File: src/sv/wsfr_pkg.sv
`default_nettype none

package wsfr_pkg;

   localparam logic [6:0] MAX_SHORT_LEN = 7'd125;

   localparam logic [3:0] OP_TEXT   = 4'h1;
   localparam logic [3:0] OP_BIN    = 4'h2;
   localparam logic [3:0] OP_SHUT   = 4'h8;
   localparam logic [3:0] OP_PING   = 4'h9;
   localparam logic [3:0] OP_PONG   = 4'hA;

   typedef enum logic [5:0] {
      PH_HDR0 = 6'b000001,
      PH_HDR1 = 6'b000010,
      PH_KEY  = 6'b000100,
      PH_DATA = 6'b001000,
      PH_ECHO = 6'b010000,
      PH_SKIP = 6'b100000
   } phase_type;

   typedef enum logic [2:0] {
      K_DATA  = 3'd0,
      K_EMPTY = 3'd1,
      K_PONG  = 3'd2,
      K_CLOSE = 3'd3,
      K_CUT   = 3'd4
   } kind_type;

   typedef struct packed {
      phase_type   phase;
      logic        prev_fin;
      logic [3:0]  frame_opcode;
      logic        masked;
      logic [6:0]  payload_len;
      logic [31:0] mask_key;
      logic [6:0]  byte_index;
      logic        closed;
   } state_type;

   typedef struct packed {
      logic       valid;
      kind_type   kind;
      logic [7:0] data_byte;
      logic       is_text;
      logic       last;
   } result_type;

endpackage

`default_nettype wire

File: src/sv/websocket_frame_receiver.sv
`default_nettype none

// channel   dir  handshake           payload
// req_      in   tvalid/tready       tdata = rx_byte, tlast = chunk_end
// rsp_      out  tvalid/tready       tdata = data_byte, tuser = {is_text, kind}, tlast = last
// csr_      in   we                  wdata = handler_attached
//
// One request per cycle unless a held result is stalled; a result is registered when its request is taken.
// Parsing runs at acceptance straight into the result register.
// req_tready drops only while a held result is stalled by rsp_tready.
// Synchronous reset clears the parser and sets handler_attached.
module websocket_frame_receiver (
   input  wire  logic       clock,
   input  wire  logic       reset,
   input  wire  logic       req_tvalid,
   output logic             req_tready,
   input  wire  logic [7:0] req_tdata,   // [7:0] rx_byte
   input  wire  logic       req_tlast,
   output logic             rsp_tvalid,
   input  wire  logic       rsp_tready,
   output logic [7:0]       rsp_tdata,   // [7:0] data_byte
   output logic [3:0]       rsp_tuser,   // [2:0] kind, [3] is_text
   output logic             rsp_tlast,
   input  wire  logic       csr_we,
   input  wire  logic       csr_wdata
);

   wsfr_pkg::state_type  state_ff;
   wsfr_pkg::state_type  state_in;
   wsfr_pkg::result_type rsp_ff;
   wsfr_pkg::result_type rsp_in;
   wsfr_pkg::result_type step_res;
   logic                 handler_ff;
   logic                 handler_in;
   logic                 accept;

   assign req_tready = !rsp_ff.valid || rsp_tready;
   assign accept     = req_tvalid && req_tready;

   wsfr_step u_step (
      .state_cur        (state_ff),
      .rx_byte          (req_tdata),
      .chunk_end        (req_tlast),
      .handler_attached (handler_ff),
      .state_nxt        (state_in),
      .result           (step_res)
   );

   assign handler_in = csr_we ? csr_wdata : handler_ff;

   always_comb begin
      rsp_in = rsp_ff;
      if (accept) begin
         rsp_in = step_res;
      end else if (rsp_tready) begin
         rsp_in.valid = 1'b0;
      end
   end

   always_ff @(posedge clock) begin
      if (reset) begin
         state_ff.phase        <= wsfr_pkg::PH_HDR0;
         state_ff.prev_fin     <= 1'b1;
         state_ff.frame_opcode <= 4'd0;
         state_ff.masked       <= 1'b0;
         state_ff.payload_len  <= 7'd0;
         state_ff.mask_key     <= 32'd0;
         state_ff.byte_index   <= 7'd0;
         state_ff.closed       <= 1'b0;
         rsp_ff.valid          <= 1'b0;
         handler_ff            <= 1'b1;
      end else begin
         if (accept) begin
            state_ff <= state_in;
         end
         rsp_ff     <= rsp_in;
         handler_ff <= handler_in;
      end
   end

   assign rsp_tvalid = rsp_ff.valid;
   assign rsp_tdata  = rsp_ff.data_byte;
   assign rsp_tuser  = {rsp_ff.is_text, rsp_ff.kind};
   assign rsp_tlast  = rsp_ff.last;

endmodule

`default_nettype wire

File: src/sv/wsfr_step.sv
`default_nettype none

// next-state and result for one received byte
module wsfr_step (
   input  wire  wsfr_pkg::state_type  state_cur,
   input  wire  logic [7:0]           rx_byte,
   input  wire  logic                 chunk_end,
   input  wire  logic                 handler_attached,
   output wsfr_pkg::state_type        state_nxt,
   output wsfr_pkg::result_type       result
);

   logic       delivers;
   logic       is_text_op;
   logic       fin_byte;
   logic [7:0] key_byte;
   logic [7:0] idx_inc;

   assign is_text_op = (state_cur.frame_opcode == wsfr_pkg::OP_TEXT);
   assign delivers   = handler_attached &&
                       (is_text_op || state_cur.frame_opcode == wsfr_pkg::OP_BIN);
   assign idx_inc    = {1'b0, state_cur.byte_index} + 8'd1;
   assign fin_byte   = (idx_inc >= {1'b0, state_cur.payload_len});

   always_comb begin
      case (state_cur.byte_index[1:0])
         2'd0:    key_byte = state_cur.mask_key[7:0];
         2'd1:    key_byte = state_cur.mask_key[15:8];
         2'd2:    key_byte = state_cur.mask_key[23:16];
         default: key_byte = state_cur.mask_key[31:24];
      endcase
   end

   always_comb begin
      state_nxt        = state_cur;
      result.valid     = 1'b0;
      result.kind      = wsfr_pkg::K_CUT;
      result.data_byte = 8'd0;
      result.is_text   = 1'b0;
      result.last      = 1'b0;

      if (!state_cur.closed) begin
         case (state_cur.phase)
            wsfr_pkg::PH_HDR0: begin
               if (rx_byte[3:0] == wsfr_pkg::OP_PING) begin
                  state_nxt.phase  = wsfr_pkg::PH_ECHO;
                  result.valid     = 1'b1;
                  result.kind      = wsfr_pkg::K_PONG;
                  result.data_byte = {rx_byte[7:4], wsfr_pkg::OP_PONG};
                  result.last      = chunk_end;
               end else if (rx_byte[3:0] == wsfr_pkg::OP_SHUT) begin
                  state_nxt.closed = 1'b1;
                  result.valid     = 1'b1;
                  result.kind      = wsfr_pkg::K_CLOSE;
               end else if (!rx_byte[7] || !state_cur.prev_fin) begin
                  state_nxt.prev_fin = rx_byte[7];
                  state_nxt.phase    = wsfr_pkg::PH_SKIP;
               end else begin
                  state_nxt.prev_fin     = rx_byte[7];
                  state_nxt.frame_opcode = rx_byte[3:0];
                  state_nxt.phase        = wsfr_pkg::PH_HDR1;
                  result.valid           = chunk_end;
               end
            end
            wsfr_pkg::PH_HDR1: begin
               state_nxt.masked      = rx_byte[7];
               state_nxt.payload_len = rx_byte[6:0];
               state_nxt.byte_index  = 7'd0;
               state_nxt.mask_key    = 32'd0;
               if (rx_byte[6:0] > wsfr_pkg::MAX_SHORT_LEN) begin
                  state_nxt.phase = wsfr_pkg::PH_SKIP;
               end else if (rx_byte[7]) begin
                  state_nxt.phase = wsfr_pkg::PH_KEY;
                  result.valid    = chunk_end;
               end else if (rx_byte[6:0] == 7'd0) begin
                  state_nxt.phase = wsfr_pkg::PH_SKIP;
                  result.valid    = delivers;
                  result.kind     = wsfr_pkg::K_EMPTY;
                  result.is_text  = is_text_op;
                  result.last     = 1'b1;
               end else begin
                  state_nxt.phase = wsfr_pkg::PH_DATA;
                  result.valid    = chunk_end;
               end
            end
            wsfr_pkg::PH_KEY: begin
               case (state_cur.byte_index[1:0])
                  2'd0:    state_nxt.mask_key[7:0]   = rx_byte;
                  2'd1:    state_nxt.mask_key[15:8]  = rx_byte;
                  2'd2:    state_nxt.mask_key[23:16] = rx_byte;
                  default: state_nxt.mask_key[31:24] = rx_byte;
               endcase
               state_nxt.byte_index = idx_inc[6:0];
               result.valid         = chunk_end;
               if (state_cur.byte_index[1:0] == 2'd3) begin
                  state_nxt.byte_index = 7'd0;
                  if (state_cur.payload_len == 7'd0) begin
                     state_nxt.phase = wsfr_pkg::PH_SKIP;
                     result.valid    = delivers;
                     result.kind     = wsfr_pkg::K_EMPTY;
                     result.is_text  = is_text_op;
                     result.last     = 1'b1;
                  end else begin
                     state_nxt.phase = wsfr_pkg::PH_DATA;
                  end
               end
            end
            wsfr_pkg::PH_DATA: begin
               state_nxt.byte_index = idx_inc[6:0];
               if (fin_byte) begin
                  state_nxt.phase = wsfr_pkg::PH_SKIP;
               end
               if (chunk_end && !fin_byte) begin
                  result.valid = 1'b1;
               end else if (delivers) begin
                  result.valid     = 1'b1;
                  result.kind      = wsfr_pkg::K_DATA;
                  result.data_byte = state_cur.masked ? (rx_byte ^ key_byte) : rx_byte;
                  result.is_text   = is_text_op;
                  result.last      = fin_byte;
               end
            end
            wsfr_pkg::PH_ECHO: begin
               result.valid     = 1'b1;
               result.kind      = wsfr_pkg::K_PONG;
               result.data_byte = rx_byte;
               result.last      = chunk_end;
            end
            default: begin
            end
         endcase

         if (chunk_end && !state_nxt.closed) begin
            state_nxt.phase = wsfr_pkg::PH_HDR0;
         end
      end
   end

endmodule

`default_nettype wire
File: config.mk
export PLATFORM = sky130hd
export DESIGN_NAME = websocket_frame_receiver
export DESIGN_NICKNAME = d
export VERILOG_FILES = /design/src/sv/wsfr_pkg.sv /design/src/sv/websocket_frame_receiver.sv /design/src/sv/wsfr_step.sv
export SDC_FILE = /design/constraint.sdc
export NUM_CORES = 1
export LEC_CHECK = 0
export BUFFER_PORTS_ARGS = -buffer_cell sky130_fd_sc_hd__buf_2
export CAP_MARGIN = 20
export CORE_ASPECT_RATIO = 2
export CORE_MARGIN = 2
export CORE_UTILIZATION = 40
export CTS_BUF_LIST = sky130_fd_sc_hd__clkbuf_8
export CTS_CLUSTER_DIAMETER = 30
export DETAILED_ROUTE_END_ITERATION = 10
export GPL_ROUTABILITY_DRIVEN = 0
export PLACE_DENSITY = 0.64
export SYNTH_ARGS = -nofsm -noshare
export SYNTH_HDL_FRONTEND = slang
export SYNTH_SLANG_ARGS = --single-unit
File: constraint.sdc
create_clock -name clock -period 7.42 [get_ports clock]
set_clock_uncertainty 0.2 [all_clocks]
set_input_delay 0 -clock clock [delete_from_list [all_inputs] [get_ports clock]]
set_output_delay 0 -clock clock [all_outputs]
set_load 0.005 [all_outputs]
==> impl_metrics.json <==
{
  "place_area_um2": 4160,
  "yosys_warnings": 0,
  "cts_tree": "yes",
  "dr.pass1.iters": 5,
  "vias_per_cell": 5.70,
  "cts_buffers": 9,
  "worst_pin_slew_ns": 1.11,
  "initialDrtViolationCount": 289,
  "cts_setup_buffers": 0,
  "power.leakage_nw": 1.73,
  "die_x_um": 74.4,
  "synth_nets": 475,
  "finalNetCount": 502,
  "yosysSeqAreaShare_pct": 40.7,
  "setup_violations": 0,
  "final_layout_size_suffix_gt1_share_pct": 11.7,
  "final_area_um2": 4530,
  "netlist_area_um2": 3960,
  "crit_required_ns": 7.32,
  "synth_cells": 448,
  "critPathMaxFanout": 18,
  "clkTransAtPathRegs_ns": 0.09,
  "stdcell_count": 612,
  "synth_top_area_cell": "dfxtp_1",
  "synth_edf_count": 13,
  "hold_depth": 3,
  "multi_input_area_um2": 2160,
  "holdBufCountCts": 14,
  "peakVddDrop_mv": 0.169,
  "wl_per_cell_um": 17.9,
  "antenna_found_initial": 0,
  "holdWs_ns": 0.0358,
  "synth_top_area_share_pct": 30.8,
  "endpoint_kind": "flop",
  "regToRegStartpoint": "state_ff[2]",
  "synth.most_common_cell": "nor2_1",
  "grt-ovfl-total": 0,
  "async_flop_share_pct": 0,
  "r2r_cells": 11,
  "crit_top_cell": "ha_1",
  "ys_dominant_reg_cell": "dfxtp_1",
  "post-route-min-period_ns": 3.61,
  "worstPathArrival_ns": 3.51,
  "htree_levels": 3,
  "hold_path_class": "input pin to flop",
  "num_rows": 51,
  "synth-seq-cells": 74,
  "cp.buffers_inverters": 3,
  "max_cap_violations": 0,
  "finalMaxSlewViolations": 0,
  "dp_cells": 582,
  "grt_pass1_vias": 3599,
  "pin_count": 30,
  "fillers": 1013,
  "regArea_um2": 1610,
  "max_freq_mhz": 277,
  "powerDensity_nw_per_um2": 189,
  "slew_headroom_pct": 25.1,
  "critPathSlowestCell": "ha_1",
  "hold_violations": 0,
  "rrSetupSlack_ns": 3.81,
  "diodes": 0,
  "syn-mean-instance-area_um2": 8.84,
  "r2r-end": "rsp_tdata[7]",
  "crit_path_max_incr_delay_ns": 0.43,
  "synth_common_cells": "68 x nor2_1, 61 x dfxtp_1, 43 x mux2i_1",
  "fin_tns_setup_ns": 0,
  "root_buffer": "clkbuf_8",
  "synth.area.top_cells": "dfxtp_1 31%, mux2i_1 11%, edfxtp_1 9.9%, nor2_1 6.4%, ha_1 3.8%",
  "path_cells": "ha_1 -> clkinv_1 -> ha_1 -> inv_1 -> ha_1 -> a211oi_1 -> a21o_1 -> a311oi_1 -> buf_4 -> and3_1 -> a221o_1",
  "critPathKind": "flop to flop",
  "status": "finished clean",
  "start_util_pct": 40.9,
  "grt_max_degree": 65,
  "rsz0062_at_grt": "no",
  "post_cts_resized": 0,
  "worstHoldStart": "reset",
  "synth_cell_types": 54,
  "totalWireLength_um": 11000,
  "dp_hpwl_um": 8190,
  "critPathTopFamily": "adder cells",
  "design.die.area_um2": 10800,
  "insertion_delay_ns": 0.36,
  "min_delay_worst_endpoint": "state_ff[24]",
  "cp-start-kind": "flop",
  "p_total_mw": 0.859,
  "fp.dieH_um": 145,
  "clockBufferDepth": 2,
  "grt_pass1_wl_um": 17900,
  "core_um2": 9700,
  "post-route-period-util_pct": 48.6,
  "portBuffers": 29,
  "area_growth_pct": 14.4,
  "grt_util_all_layers_pct": 22.1,
  "cts.sinks": 74,
  "drcViolationCount": 0,
  "via_count": 3491,
  "antenna_left": 0
}
## sequential cells by signal, indices dropped and copies added (netlist names)
signal      cells
rsp_tlast       1
rsp_tdata       8
handler_ff      1
state_ff       59
rsp_tvalid      1
rsp_tuser       4
## kinds of logic (layout without fill, tap and decap cells)
| kind of cell | after synthesis | in the layout | synth area share (%) |
|---|---|---|---|
| AO/OA/AOI/OAI | 85 | 85 | 15.0 |
| XOR/XNOR | 8 | 8 | 1.77 |
| adder cells (fa/ha/maj) | 12 | 12 | 3.79 |
| buffers and inverters | 44 | 76 | 4.77 |
| flip-flops | 74 | 74 | 40.7 |
| multiplexers | 43 | 43 | 10.9 |
| AND/OR/NAND/NOR | 182 | 182 | 23.1 |
## cells in the final DEF, fill, tap and decap left out, types with 9 or more instances in the layout
master	netlist	routed
a21oi_1	20	20
clkbuf_8	0	11
dfxtp_1	61	61
buf_2	4	29
ha_1	12	12
nand3_1	16	16
edfxtp_1	13	13
nand2_1	32	32
inv_1	13	13
dlygate4sd3_1	0	14
and3_1	9	9
o21ai_0	15	15
nor2_1	68	68
o211ai_1	10	10
mux2i_1	43	43
## metrics by stage
stage | utilization [%] | worst slack, ns
after floorplan | - | 4.29
after detailed placement | 42.9 | 3.91
after global placement | 42.9 | 4.03
after global routing | 46.7 | 3.58
final | 46.7 | 3.81
after CTS | 46.7 | 3.88
## final cells by class
type,instances,area share [%]
clock buffers,11,3.34
clock inverters,5,1.85
inverters,14,1.16
multi-input cells,330,47.7
flip-flops and latches,74,35.5
well taps,132,3.64
repair buffers,46,6.79
## routing by layer
layer  vias to the layer above  global-route usage (%)  part of all wire (%)  wire (um)
met5                         -                       0                     0          0
met2                       120                    39.7                    54       5910
met1                      1652                    21.7                    36       3920
met3                        50                    4.22                   3.9        431
met4                         0                    15.9                   6.4        699
li1                       1669                       -                     -          -
## tightest hold or removal path, cell delays in order
cell and delay [ns]:
buf_2 0.09, buf_4 0.30, nor2_1 0.16
## where the power goes
group	total, mW	internal [mW]	switching, mW
clock network	0.364	0.210	0.154
logic	0.0728	0.0289	0.0438
registers	0.422	0.415	0.00679
## worst max-delay path by stage
stage / from / to / slack [ns] / depth (start not counted)
2_1_floorplan: state_ff[1] / rsp_tdata[0] / 4.29 / 11
3_3_place_gp: state_ff[1] / rsp_tdata[2] / 4.03 / 11
3_5_place_dp: state_ff[2] / rsp_tdata[7] / 3.91 / 11
4_1_cts: state_ff[2] / rsp_tdata[7] / 3.88 / 11
5_1_grt: state_ff[1] / rsp_tdata[0] / 3.58 / 11
6_report: state_ff[2] / rsp_tdata[7] / 3.81 / 11
(Power assumes the default switching activity.)
